===== config.mk =====
export PLATFORM = sky130hd
export DESIGN_NAME = length_prefixed_packet_deframer_core
export DESIGN_NICKNAME = d
export VERILOG_FILES = /design/src/sv/lpd_pkg.sv /design/src/sv/lpd_skid.sv /design/src/sv/length_prefixed_packet_deframer_core.sv
export SDC_FILE = /design/constraint.sdc
export NUM_CORES = 1
export LEC_CHECK = 0
export BUFFER_PORTS_ARGS = -buffer_cell sky130_fd_sc_hd__buf_2
export CAP_MARGIN = 5
export CORE_MARGIN = 1.5
export CORE_UTILIZATION = 64
export DETAILED_ROUTE_END_ITERATION = 8
export GPL_TIMING_DRIVEN = 1
export HOLD_SLACK_MARGIN = 0.12
export MAX_ROUTING_LAYER = met4
export PLACE_DENSITY = 0.86
export SETUP_SLACK_MARGIN = 0.02
export SYNTH_ARGS = -nofsm -noshare
export SYNTH_HDL_FRONTEND = slang
export SYNTH_SLANG_ARGS = --single-unit

===== constraint.sdc =====
create_clock -name clk -period 32.6 [get_ports clk]
set_input_delay 9.78 -clock clk [delete_from_list [all_inputs] [get_ports clk]]
set_output_delay 9.78 -clock clk [all_outputs]
set_load 0.03 [all_outputs]

===== src/sv/lpd_pkg.sv =====
// ----------------------------------------------------------------------------
// lpd_pkg
// Shared types and constants for the length-prefixed packet deframer.
// ----------------------------------------------------------------------------
package lpd_pkg;

  localparam int unsigned HDR_BYTES  = 20;
  localparam int unsigned HDR_CNT_W  = 5;
  localparam logic [HDR_CNT_W-1:0] HDR_LAST = HDR_CNT_W'(HDR_BYTES - 1);

  // header byte positions where each field starts
  localparam logic [HDR_CNT_W-1:0] POS_VERSION = HDR_CNT_W'(4);
  localparam logic [HDR_CNT_W-1:0] POS_TYPE    = HDR_CNT_W'(6);
  localparam logic [HDR_CNT_W-1:0] POS_REQUEST = HDR_CNT_W'(8);
  localparam logic [HDR_CNT_W-1:0] POS_LENGTH  = HDR_CNT_W'(16);

  localparam int unsigned CFG_IDX_W  = 2;
  localparam int unsigned CFG_DATA_W = 32;

  typedef enum logic [CFG_IDX_W-1:0] {
    REG_MAGIC_WORD       = 2'd0,
    REG_PROTOCOL_VERSION = 2'd1,
    REG_MAX_PAYLOAD      = 2'd2
  } cfg_reg_t;

  localparam logic [31:0] MAGIC_WORD_RST  = 32'd0;
  localparam logic [15:0] VERSION_RST     = 16'd1;
  localparam logic [31:0] MAX_PAYLOAD_RST = 32'd1048576;

  typedef enum logic [1:0] {
    KIND_HEADER  = 2'd0,
    KIND_PAYLOAD = 2'd1,
    KIND_ERROR   = 2'd2
  } result_kind_t;

  typedef enum logic [1:0] {
    ERR_MAGIC   = 2'd0,
    ERR_VERSION = 2'd1,
    ERR_LENGTH  = 2'd2
  } error_code_t;

  typedef struct packed {
    result_kind_t kind;
    logic [15:0]  header_version;
    logic [15:0]  message_type;
    logic [63:0]  request_id;
    logic [31:0]  payload_length;
    logic [7:0]   payload_byte;
    error_code_t  error_code;
    logic         last_of_packet;
  } result_t;

endpackage


===== src/sv/lpd_skid.sv =====
// ----------------------------------------------------------------------------
// lpd_skid
// Result register with one skid entry between the parser and the output port.
// ----------------------------------------------------------------------------
module lpd_skid (
  input  logic            clk,
  input  logic            rst,
  input  logic            in_valid,
  output logic            in_ready,
  input  lpd_pkg::result_t in_data,
  output logic            out_valid,
  input  logic            out_ready,
  output lpd_pkg::result_t out_data
);
  import lpd_pkg::*;

  logic    main_valid;
  logic    skid_valid;
  result_t main_data;
  result_t skid_data;

  assign in_ready  = !skid_valid;
  assign out_valid = main_valid;
  assign out_data  = main_data;

  always_ff @(posedge clk) begin
    if (rst) begin
      main_valid <= 1'b0;
      skid_valid <= 1'b0;
    end else begin
      if (out_ready || !main_valid) begin
        if (skid_valid) begin
          main_data  <= skid_data;
          main_valid <= 1'b1;
          skid_valid <= 1'b0;
        end else begin
          main_data  <= in_data;
          main_valid <= in_valid;
        end
      end else if (in_valid && !skid_valid) begin
        skid_data  <= in_data;
        skid_valid <= 1'b1;
      end
    end
  end

endmodule


===== src/sv/length_prefixed_packet_deframer_core.sv =====
// ----------------------------------------------------------------------------
// length_prefixed_packet_deframer_core
// Collects a 20-byte big-endian header, checks magic, version and length,
// then streams the payload bytes, one result per byte.
// ----------------------------------------------------------------------------
// Channel   Handshake              Payload
// input     in_valid / in_ready    data_byte, clear_parser
// output    out_valid / out_ready  result_kind .. last_of_packet
// config    cfg_write              cfg_index, cfg_data
//
// One byte per cycle while in_ready is high; each transaction passes through the shift
// registers and byte counter into the result register.
// Results are registered in the skid's main entry (or its skid entry while the output stalls).
// A one-entry skid lets one more result be accepted while the output stalls;
// in_ready drops only while both result entries are held.
// rst is synchronous and restores the configuration registers and parser state.
// ----------------------------------------------------------------------------
module length_prefixed_packet_deframer_core (
  input  logic                            clk,
  input  logic                            rst,
  input  logic                            cfg_write,
  input  logic [lpd_pkg::CFG_IDX_W-1:0]   cfg_index,
  input  logic [lpd_pkg::CFG_DATA_W-1:0]  cfg_data,
  input  logic                            in_valid,
  output logic                            in_ready,
  input  logic [7:0]                      data_byte,
  input  logic                            clear_parser,
  output logic                            out_valid,
  input  logic                            out_ready,
  output logic [1:0]                      result_kind,
  output logic [15:0]                     header_version,
  output logic [15:0]                     message_type,
  output logic [63:0]                     request_id,
  output logic [31:0]                     payload_length,
  output logic [7:0]                      payload_byte,
  output logic [1:0]                      error_code,
  output logic                            last_of_packet
);
  import lpd_pkg::*;

  logic [31:0] magic_word;
  logic [15:0] protocol_version;
  logic [31:0] max_payload;

  logic                 in_payload;
  logic [HDR_CNT_W-1:0] header_count;
  logic [31:0]          magic_shift;
  logic [15:0]          version_shift;
  logic [15:0]          type_shift;
  logic [63:0]          request_shift;
  logic [31:0]          length_shift;
  logic [31:0]          bytes_remaining;

  logic        accept;
  logic        byte_take;
  logic        hdr_done;
  logic [31:0] length_next;
  logic        bad_magic;
  logic        bad_version;
  logic        bad_length;
  logic        res_valid;
  result_t     res;
  result_t     out_res;

  // configuration registers
  always_ff @(posedge clk) begin
    if (rst) begin
      magic_word       <= MAGIC_WORD_RST;
      protocol_version <= VERSION_RST;
      max_payload      <= MAX_PAYLOAD_RST;
    end else if (cfg_write) begin
      unique case (cfg_index)
        REG_MAGIC_WORD:       magic_word       <= cfg_data;
        REG_PROTOCOL_VERSION: protocol_version <= cfg_data[15:0];
        REG_MAX_PAYLOAD:      max_payload      <= cfg_data;
        default: ;
      endcase
    end
  end

  assign accept      = in_valid && in_ready;
  assign byte_take   = accept && !clear_parser;
  assign hdr_done    = !in_payload && (header_count == HDR_LAST);
  assign length_next = {length_shift[23:0], data_byte};
  assign bad_magic   = magic_shift != magic_word;
  assign bad_version = version_shift != protocol_version;
  assign bad_length  = length_next > max_payload;
  assign res_valid   = byte_take && (in_payload || hdr_done);

  always_comb begin
    res = '0;
    if (in_payload) begin
      res.kind           = KIND_PAYLOAD;
      res.payload_byte   = data_byte;
      res.last_of_packet = bytes_remaining == 32'd1;
    end else if (bad_magic || bad_version || bad_length) begin
      res.kind           = KIND_ERROR;
      res.last_of_packet = 1'b1;
      priority if (bad_magic)   res.error_code = ERR_MAGIC;
      else if (bad_version)     res.error_code = ERR_VERSION;
      else                      res.error_code = ERR_LENGTH;
    end else begin
      res.kind           = KIND_HEADER;
      res.header_version = version_shift;
      res.message_type   = type_shift;
      res.request_id     = request_shift;
      res.payload_length = length_next;
      res.last_of_packet = length_next == 32'd0;
    end
  end

  // parser state
  always_ff @(posedge clk) begin
    if (rst) begin
      in_payload      <= 1'b0;
      header_count    <= '0;
      bytes_remaining <= '0;
    end else if (accept && clear_parser) begin
      in_payload      <= 1'b0;
      header_count    <= '0;
      bytes_remaining <= '0;
    end else if (byte_take) begin
      if (in_payload) begin
        bytes_remaining <= bytes_remaining - 32'd1;
        if (bytes_remaining == 32'd1) begin
          in_payload <= 1'b0;
        end
      end else if (hdr_done) begin
        header_count <= '0;
        if (!bad_magic && !bad_version && !bad_length && length_next != 32'd0) begin
          in_payload      <= 1'b1;
          bytes_remaining <= length_next;
        end
      end else begin
        header_count <= header_count + HDR_CNT_W'(1);
      end
    end
  end

  // header shift registers, fully rewritten by every header
  always_ff @(posedge clk) begin
    if (byte_take && !in_payload) begin
      priority if (header_count < POS_VERSION) magic_shift <= {magic_shift[23:0], data_byte};
      else if (header_count < POS_TYPE)    version_shift <= {version_shift[7:0], data_byte};
      else if (header_count < POS_REQUEST) type_shift    <= {type_shift[7:0], data_byte};
      else if (header_count < POS_LENGTH)  request_shift <= {request_shift[55:0], data_byte};
      else                                 length_shift  <= length_next;
    end
  end

  lpd_skid u_skid (
    .clk       (clk),
    .rst       (rst),
    .in_valid  (res_valid),
    .in_ready  (in_ready),
    .in_data   (res),
    .out_valid (out_valid),
    .out_ready (out_ready),
    .out_data  (out_res)
  );

  assign result_kind    = out_res.kind;
  assign header_version = out_res.header_version;
  assign message_type   = out_res.message_type;
  assign request_id     = out_res.request_id;
  assign payload_length = out_res.payload_length;
  assign payload_byte   = out_res.payload_byte;
  assign error_code     = out_res.error_code;
  assign last_of_packet = out_res.last_of_packet;

  a_payload_no_count: assert property (@(posedge clk) disable iff (rst)
    in_payload |-> header_count == '0)
    else $error("header count nonzero during payload");

  a_payload_remaining: assert property (@(posedge clk) disable iff (rst)
    in_payload |-> bytes_remaining != 32'd0)
    else $error("payload active with nothing remaining");

  a_error_is_last: assert property (@(posedge clk) disable iff (rst)
    out_valid && result_kind == KIND_ERROR |-> last_of_packet)
    else $error("error result without last_of_packet");

  a_end_of_payload: assert property (@(posedge clk) disable iff (rst)
    byte_take && in_payload && bytes_remaining == 32'd1 |=> !in_payload)
    else $error("payload did not end after final byte");

endmodule


==> out/metrics.csv <==
metric;value;unit
Hold Path Depth;0;
clock latency on the worst-skew pair;0.58;ns
initial antenna violation count;1;
Pleak;9.67;nW
area share of the largest cell type after synthesis;58.5;%
Final Total Pwr;0.00145;W
Hold Violations, Final;0;
Root Buffer Master;clkbuf_16;
most common cell in the synthesized netlist;edfxtp_1;
half-perimeter wire length after detailed placement;30400;µm
Final Net Count;1869;
unrepaired setup endpoints after global routing;false;
first-pass GRT wire length;73800;µm
Synth Flop Type;edfxtp_1;
maximum clock frequency;0.0789;GHz
switching part of the total power;20.7;%
DRC violation count after routing;0;
overall routed net length;49000;µm
average footprint of a synthesized cell;13.9;µm²
count of endpoints failing setup in the final report;0;
proportion of power drawn by the clock network;43.2;%
count of cell types in the netlist;54;
detailed-route wire length per cell;21.4;µm
endpoint arrival time on the critical path;12.88;ns
Global Route Usage Sum;27.7;%
worst reg2reg setup slack;28.65;ns
Filler Cell Count;2080;
number of flops mapped to enable cells by yosys;434;
endpoint of the worst hold-timing path;request_shift[62];
clock tree skew after final layout;0.0293;ns
Chip Width;190;µm
initial detailed-routing violation count;1356;
share of post-route cells with drive strength above 1;24.7;%
number of nets with antenna violations after detailed routing;0;
number of hold buffers added after cts;0;
quantity of I/O buffers inserted on ports;190;
start-to-end type of the worst setup path;in -> reg;
final max-slew violation count;0;
Critical Path Start;in_valid;
net count after synthesis;1680;
maximum number of pins on one net before global-route repair;87;
most area-consuming cells after synthesis;edfxtp_1 59%, dfxtp_1 11%, mux2_2 7.1%, and2_1 3.9%, nand2_1 3.1%;
min-delay src;request_shift[54];
worst-case hold slack;0.423;ns
core area;34400;µm²
# rows;68;
Worst-Margin Slew;1.25;ns
portion of netlist area occupied by mux cells;7.99;%
number of storage elements in the synthesis netlist;554;
Pwr Density;57.0;nW/µm²
portion of the post-synthesis area used by sequential elements;69.3;%
area of the die;35900;µm²
DR vias/cell;6.00;
area fraction in compound gates after synthesis;4.72;%
CTS tree;built;
post-synthesis simple-gate area fraction;12.0;%
period utilization;38.9;%
post-placement cell count;2186;
CTS H-Tree Depth;2;
type of the worst min-delay path;reg -> reg;
die boundary height;190;µm
Area growth syn-to-layout;14.4;%
largest family of logic cells by synthesized area;simple AND/OR/NAND/NOR gates;
clock transition at the registers of the reported paths;0.06;ns
number of primary I/O pins;191;
maximum net fanout on the critical path;74;
Post-CTS Setup Bufs;0;
final critical path time including I/O delays and setup;12.68;ns
sort of element at the end of the critical path;flip-flop;
adder and majority gate portion of the synthesized area;1.97;%
combinational power share;3.6;%
global placer's final weighted congestion;0.908;
via count;13700;
most instantiated cells after synthesis;434 x edfxtp_1, 185 x nand2_1, 141 x mux2_2;
fraction of synthesis flops using an asynchronous set or reset pin;0;%
cell taking the most area after synthesis;edfxtp_1;
GR Overflow Total;0;
aggregate negative setup slack;0;ns
fraction of power consumed by sequential logic;53.2;%
Crit Reg-Reg Startpoint;length_shift[23];
Internal Dissipation;0.00115;W
Syn. warnings;0;
destination of the worst register-to-register timing path;bytes_remaining[9];
post-cts sizing count;0;
required time reported for the critical path endpoint;32.80;ns
Gate Count Post-Synth;1597;
number of search-and-repair iterations in the first detailed-routing pass;8;
cell area after synthesis;22300;µm²
Inserted Clock Buffers;53;
Starting Density;64.8;%
clock buffer depth;3;
cells on worst reg2reg path;7;
non-filler cells, final;2285;
fraction of synthesized cell area in xor and xnor cells;2.05;%
maximum VDD drop;0.0000464;V
run status;finished clean;
via count of the first global-routing pass;13000;
sort of element at the start of the critical path;primary input;
max capacitance violation total;0;
Switching Power;0.000300;W
max_slew headroom;16.4;%
number of sinks driven by the clock tree;554;
stage by stage:
stage	util, %	setup slack [ns]	cell area [µm²]
finish	74.1	19.92	25500
global route	74.1	19.74	25500
CTS	74.1	19.97	25500
detailed placement	68.9	19.37	23700
global placement	68.9	19.42	23700
floorplan	-	11.87	22300
kinds of logic (layout without fill, tap and decap cells):
logic type,after synthesis,in the layout
AOI/OAI and AO/OA,172,172
xor gates and xnor gates,52,52
adders and majority gates,35,35
buffers and inverters,112,344
DFF,554,554
muxes,160,160
other,0,1
and+or+nand+nor,512,512
flip-flops by register name (all words and copies together) (netlist names):
name and flops:
bytes_remaining 32, u_skid.out_data 141, request_shift 64, max_payload 32
in_payload 1, u_skid.skid_valid 1, u_skid.out_valid 1, type_shift 16
magic_word 32, header_count 5, magic_shift 32, protocol_version 16
u_skid.skid_data 141, length_shift 24, version_shift 16
critical path: stages:
cell and delay, ns:
buf_2 0.09, nor2b_1 0.22, nor2b_1 0.16, buf_4 0.20, o21ai_1 0.29, nor3_2 0.39
buf_4 0.74, buf_4 0.88
worst max-delay path by stage:
stage                           endpoint  slack, ns  cells past startpoint
finish              u_skid.skid_data[36]      19.92                      8
global placement    u_skid.skid_data[33]      19.42                      8
CTS                 u_skid.skid_data[36]      19.97                      8
detailed placement  u_skid.skid_data[33]      19.37                      8
global route        u_skid.skid_data[36]      19.74                      8
floorplan            u_skid.skid_data[0]      11.87                      4
cell type report:
cell class | instances | area (µm²) | share of cell area (%)
flip-flops and latches | 554 | 15400 | 60.6
multi-input cells | 931 | 6440 | 25.3
clock buffers | 61 | 1400 | 5.49
repair buffers | 209 | 1090 | 4.29
well taps | 455 | 569 | 2.24
clock inverters | 37 | 384 | 1.51
inverters | 37 | 144 | 0.565
diodes | 1 | 2.50 | 0.00983
routing by layer:
| metal | GRT usage [%] | share of wire (%) |
|---|---|---|
| met5 | - | 0 |
| met4 | 10.0 | 3.3 |
| met3 | 4.04 | 7.0 |
| met2 | 43.9 | 49 |
| met1 | 36.9 | 41 |
power groups by stage:
stage	sequential, W	combinational, W	clock, W
final	0.000772	0.0000523	0.000626
after global routing	0.000773	0.0000559	0.000660
after CTS	0.000772	0.0000521	0.000633
after detailed placement	0.000787	0.0000517	0
after global placement	0.000787	0.0000506	0
after floorplan	0.000800	0.0000197	0
layout by cell type, fill, tap and decap left out, drive strengths merged, types with 25 or more instances in the layout:
cell type  count
a21oi        113
and2         139
inv           38
nor2          56
nand4         25
edfxtp       434
clkbuf        61
nor3          26
nand2        185
mux2         141
ha            35
xnor2         50
buf          209
dfxtp        120
Note: power is estimated with default switching activity, not from simulation.
